<file path="src/wli_divider.sv">
// Restoring divider producing the interpolation fraction one bit per cycle.
`default_nettype none
module wli_divider #(
    parameter int FRACTION_BITS = 16
) (
    input  wire                       clk,
    input  wire                       rst_n,
    input  wire                       go,
    input  wire [31:0]                num,
    input  wire [31:0]                den,
    output logic                      done,
    output logic [FRACTION_BITS-1:0]  quo
);
    localparam int CW = $clog2(FRACTION_BITS + 1);

    logic [32:0]              rem_reg, rem_next;
    logic [31:0]              den_reg;
    logic [FRACTION_BITS-1:0] quo_reg, quo_next;
    logic [CW-1:0]            cnt_reg;
    logic                     busy_reg;
    logic [33:0]              trial;

    // num < den on interpolating queries, so remainder fits in 33 bits after the shift
    always_comb
    begin
        trial    = {rem_reg, 1'b0} - {2'b00, den_reg};
        rem_next = {rem_reg[31:0], 1'b0};
        quo_next = {quo_reg[FRACTION_BITS-2:0], 1'b0};
        if (!trial[33])
        begin
            rem_next = trial[32:0];
            quo_next[0] = 1'b1;
        end
    end

    always_ff @(posedge clk or negedge rst_n)
    begin
        if (!rst_n)
        begin
            busy_reg <= 1'b0;
            cnt_reg  <= '0;
            done     <= 1'b0;
        end
        else
        begin
            done <= 1'b0;
            if (go)
            begin
                busy_reg <= 1'b1;
                cnt_reg  <= CW'(FRACTION_BITS);
            end
            else if (busy_reg)
            begin
                cnt_reg <= cnt_reg - 1'b1;
                if (cnt_reg == CW'(1))
                begin
                    busy_reg <= 1'b0;
                    done     <= 1'b1;
                end
            end
        end
    end

    always_ff @(posedge clk)
    begin
        if (go)
        begin
            rem_reg <= {1'b0, num};
            den_reg <= den;
            quo_reg <= '0;
        end
        else if (busy_reg)
        begin
            rem_reg <= rem_next;
            quo_reg <= quo_next;
        end
    end

    assign quo = quo_reg;
endmodule
`default_nettype wire

</file>
<file path="config.mk">
export PLATFORM = sky130hd
export DESIGN_NAME = wli_divider
export DESIGN_NICKNAME = d
export VERILOG_FILES = /design/src/wli_divider.sv
export SDC_FILE = /design/constraint.sdc
export NUM_CORES = 1
export LEC_CHECK = 0
export ABC_AREA = 1
export BUFFER_PORTS_ARGS = -buffer_cell sky130_fd_sc_hd__buf_2
export CORE_AREA = 2 2 139 141
export DETAILED_ROUTE_END_ITERATION = 10
export DIE_AREA = 0 0 141 143
export SYNTH_ARGS = -nofsm -noshare
export SYNTH_HDL_FRONTEND = slang
export SYNTH_SLANG_ARGS = --single-unit
</file>
<file path="constraint.sdc">
create_clock -name clk -period 3.6 [get_ports clk]
set_input_delay 0.18 -clock clk [delete_from_list [all_inputs] [get_ports clk]]
set_output_delay 0.18 -clock clk [all_outputs]
set_load 0.01 [all_outputs]
</file>
# == Yosys cells after proc, flatten, opt, wreduce, memory -nomap -nowiden ==
# Cells that the tools add are included.
# classes
n_bitwise,0
multipliers,0
n_addsub,2
reduce_logical,1
n_div,0
mux,12
n_eq_ne,1
n_lt_le_gt_ge,0
n_shift,0
# ops
operator,count
$mux W32,2
$sub A34 B32 Y34,1
$mux W33,1
$mux W5,2
$mux W1,7
$eq A5 B1 Y1 const B,1
$sub A5 B1 Y5 const B,1
$reduce_bool A2 Y1,1
# word_totals
romBits,0
ramBits,0
memories,0
output_inout_bits,17
reg_bits,88
latch_bits,0
in_bits,67

# == Logic depth before layout (Yosys ltp) ==
# depth
ltp_word,4
depth_mapped,18
ltp_nobuf,18

# == Worst setup path after synthesis ==
# Ideal clock, no wire load.
# synth_path
kind,flip-flop to flip-flop
from,register rem_reg[14]
to,"register rem_reg[7], data pin"
path_stages_with_launch,14
path_buffers,1
synth_period_minus_slack_ns,2.204
arrival_ns,1.951
t_required_ns,3.347
path_slack_ns,1.396
path_cell_list,edfxtp_1 -> ha_1 -> nand2_2 -> inv_2 -> a21oi_2 -> a21boi_2 -> nand2_2 -> nand2_4 -> nand3_4 -> nand2_8 -> buf_12 -> nand2_2 -> nand3_1 -> nand2_1
# synth_via
elab_chain_len,4
# synth_rtl
element,line_no,text
start: declaration,16,"logic [32:0] rem_reg, rem_next;"
start signal: assignment,68,"rem_reg <= {1'b0, num};"
start signal: assignment,74,rem_reg <= rem_next;
$sub A34 B32 Y34,26,"trial = {rem_reg, 1'b0} - {2'b00, den_reg};"
$mux W33,29,if (!trial[33])
$mux W32,72,else if (busy_reg)
$mux W32,66,if (go)
# No other way between the ends. The select of a mux whose other input is x is not followed.
# A chain may end at the register's enable or synchronous reset.

# == Worst setup path after layout ==
# layout_path
from,register rem_reg[27]
to,"register rem_reg[5], data pin"
# Same word-level chain as after synthesis.

==> impl_metrics.yaml <==
run:
  max-cap-violations: 0
yosys:
  synth_edf_count: 64
  syn_avg_cell_area_sq_um: 7.24
  synthCells: 910
  synth.area.mux_share: 0
  synth-main-ff-cell: "edfxtp_1"
  ys_seq_elements: 88
  synth_area_sq_mm: 0.00659
  synth_top_family_by_area: "simple AND/OR/NAND/NOR gates"
  synth_xor_area_frac: 0.0199
  synth_cell_types: 42
  yosys_warnings: 0
  async_reset_ff_frac: 0.0795
  synth-seq-area-share: 0.370
  synth_compound_area_frac: 0.0560
  synth_fp_nets: 1011
  synthSimpleGateAreaFrac: 0.349
  synthAdderAreaFrac: 0.0657
clock_tree:
  cts_buffers: 9
  cts_setup_buffers: 0
  root_buffer: "clkbuf_16"
  cts_num_sinks: 88
  insertion_delay_ns: 0.36
  cts_max_level: 3
  tritoncts: "done"
  clk_path_buf_depth: 2
  clk_pin_slew_ns: 0.07
setup_path:
  crit_path_end_kind: "flop"
  crit_type: "flop to flop"
  r2r-start: "rem_reg[27]"
  critPathLaunch: "rem_reg[27]"
  crit_required_ns: 3.72
  startpoint_type: "flop"
  worstPathMaxFanout: 17
  crit_arrival_ns: 2.78
finish:
  final_nets: 1112
  multi_input_area_sq_mm: 0.00324
  nFillCells: 1915
  final_cell_mix: "nand2_1, inv_1, nand3_1"
  n_antenna_cell: 0
  areaGrowthSynthToFinish_pct: 17.3
  register_area_sq_mm: 0.00244
  final_layout_size_suffix_gt1_frac: 0.155
  final_util: 0.416
  largest_reg_flops: 33
  mostFrequentLayoutCell: "nand2_1"
floorplanning:
  initial_core_util: 0.355
  fp.dieH_um: 143
  dieArea_sq_mm: 0.0202
  num_rows: 50
  die_x_um: 141
  num_io_pins: 84
  core_area_sq_mm: 0.0186
sta:
  fin_skew_ns: 0.00710
  final_max_slew_viol_count: 0
  fmax_mhz: 377
  fin_tns_setup_ns: 0
  setup_viol: 0
  max_slew_margin: 0.484
  worst_slew_pin_slew_ns: 0.769
  whs_ns: 0.0842
  finalCritPeriodShare: 0.737
  rsz0062_at_grt: "false"
  setup_ws_ns: 0.946
  post-route-min-period_ns: 2.65
  hold_viol: 0
hold_path:
  hp-start: "num[13]"
  worstHoldPathType: "input pin to flop"
global_routing:
  grt-ovfl-total: 0
  grt.total_usage: 0.184
  grt_start_max_net_pins: 36
  grt_pass1_wl_um: 28700
  grt_antenna_before_repair: 0
  grt_pass1_vias: 5666
drt:
  vias_per_cell: 4.66
  wl_um: 18000
  wire_per_inst_um: 14.4
  final_antenna_net_count: 0
  drt_iter0_drc: 335
  vias: 5828
  drc: 0
  firstDrtPassIters: 5
place:
  gp_congestion: 0.954
  hpwl_um: 14000
  portBuffers: 83
  pre_cts_ws_ns: 0.943
power:
  power_per_cell_area_mw_per_mm2: 815
  p_leak_uw: 0.00398
  peakVddDrop_mv: 0.324
outcome:
  status: "complete, no violations"
-- cells in the mapped netlist (5+ instances only) --
cell / instances / area share
o22ai_1: 15 / 0.014
inv_1: 176 / 0.10
buf_4: 17 / 0.019
nor3_1: 6 / 0.0046
nand3b_1: 10 / 0.011
edfxtp_1: 64 / 0.29
a21oi_1: 24 / 0.018
nand3_1: 90 / 0.068
dfxtp_1: 17 / 0.052
nand2_2: 23 / 0.022
nand4_1: 8 / 0.0076
inv_2: 5 / 0.0028
ha_1: 33 / 0.063
nand2_8: 5 / 0.015
xnor2_1: 13 / 0.017
dfrtp_1: 7 / 0.027
nand2_1: 288 / 0.16
o21ai_0: 15 / 0.011
nor2_1: 47 / 0.027
clkbuf_1: 5 / 0.0028
-- power breakdown --
part           switching [uW]  internal [uW]
sequential                167           1400
combinational            2460           1320
clock                     461            492
total                    3090           3220
-- final timing paths --
check / endpoint / slack [ns] / cells after the start
min in group asynchronous: cnt_reg[4] / 0.18 / 2
max: rem_reg[5] / 0.95 / 11
min: rem_reg[13] / 0.08 / 3
max reg2reg: rem_reg[5] / 0.95 / 11
min reg2reg: cnt_reg[3] / 0.47 / 1
max in group asynchronous: busy_reg / 3.26 / 2
-- per-stage QoR --
stage                     power [uW]  instances  instance area (sq um)
after floorplan                 4540        910                   6590
after global placement          5310       1201                   7100
after detailed placement        5310       1201                   7100
after CTS                       6330       1250                   7730
after global routing            6880       1250                   7730
final                           6300       1250                   7730
-- timing repair --
action,CTS,global route
endpoints found under the setup margin,0,0
hold endpoints to repair,39,0
hold buffers,33,0
gates resized for setup,0,0
-- critical path, stage by stage, from the launching register on --
cell and delay, ns:
edfxtp_1 0.40, ha_1 0.40, a21oi_2 0.25, nand2_1 0.08, nand2_1 0.06, nand3_1 0.21, nor2_8 0.25, nand3_4 0.27
nand2_8 0.28, nand2_1 0.09, nand3_1 0.08, nand2_1 0.05
-- cell families after synthesis --
kind of cell	Yosys count
compound gates	64
xor+xnor	15
flops	88
buf+inv	213
fa+ha+maj	34
simple gates	496
-- metal layers --
layer  up-vias  wire, um  global-route usage
met5         -         0                   0
met4         0       309              0.0521
met3        17       884              0.0399
met2       138      8090               0.304
met1      2617      8670               0.243
li1       3056         -                   -
-- cell type report --
class	count	share of cell area
timing repair buffer	120	0.100
multi-input combinational	609	0.419
tap	234	0.0379
inverter	183	0.0889
clock buffer	9	0.0291
clock inverter	7	0.00955
sequential	88	0.315
No activity file was read; power rests on OpenSTA's default activity.
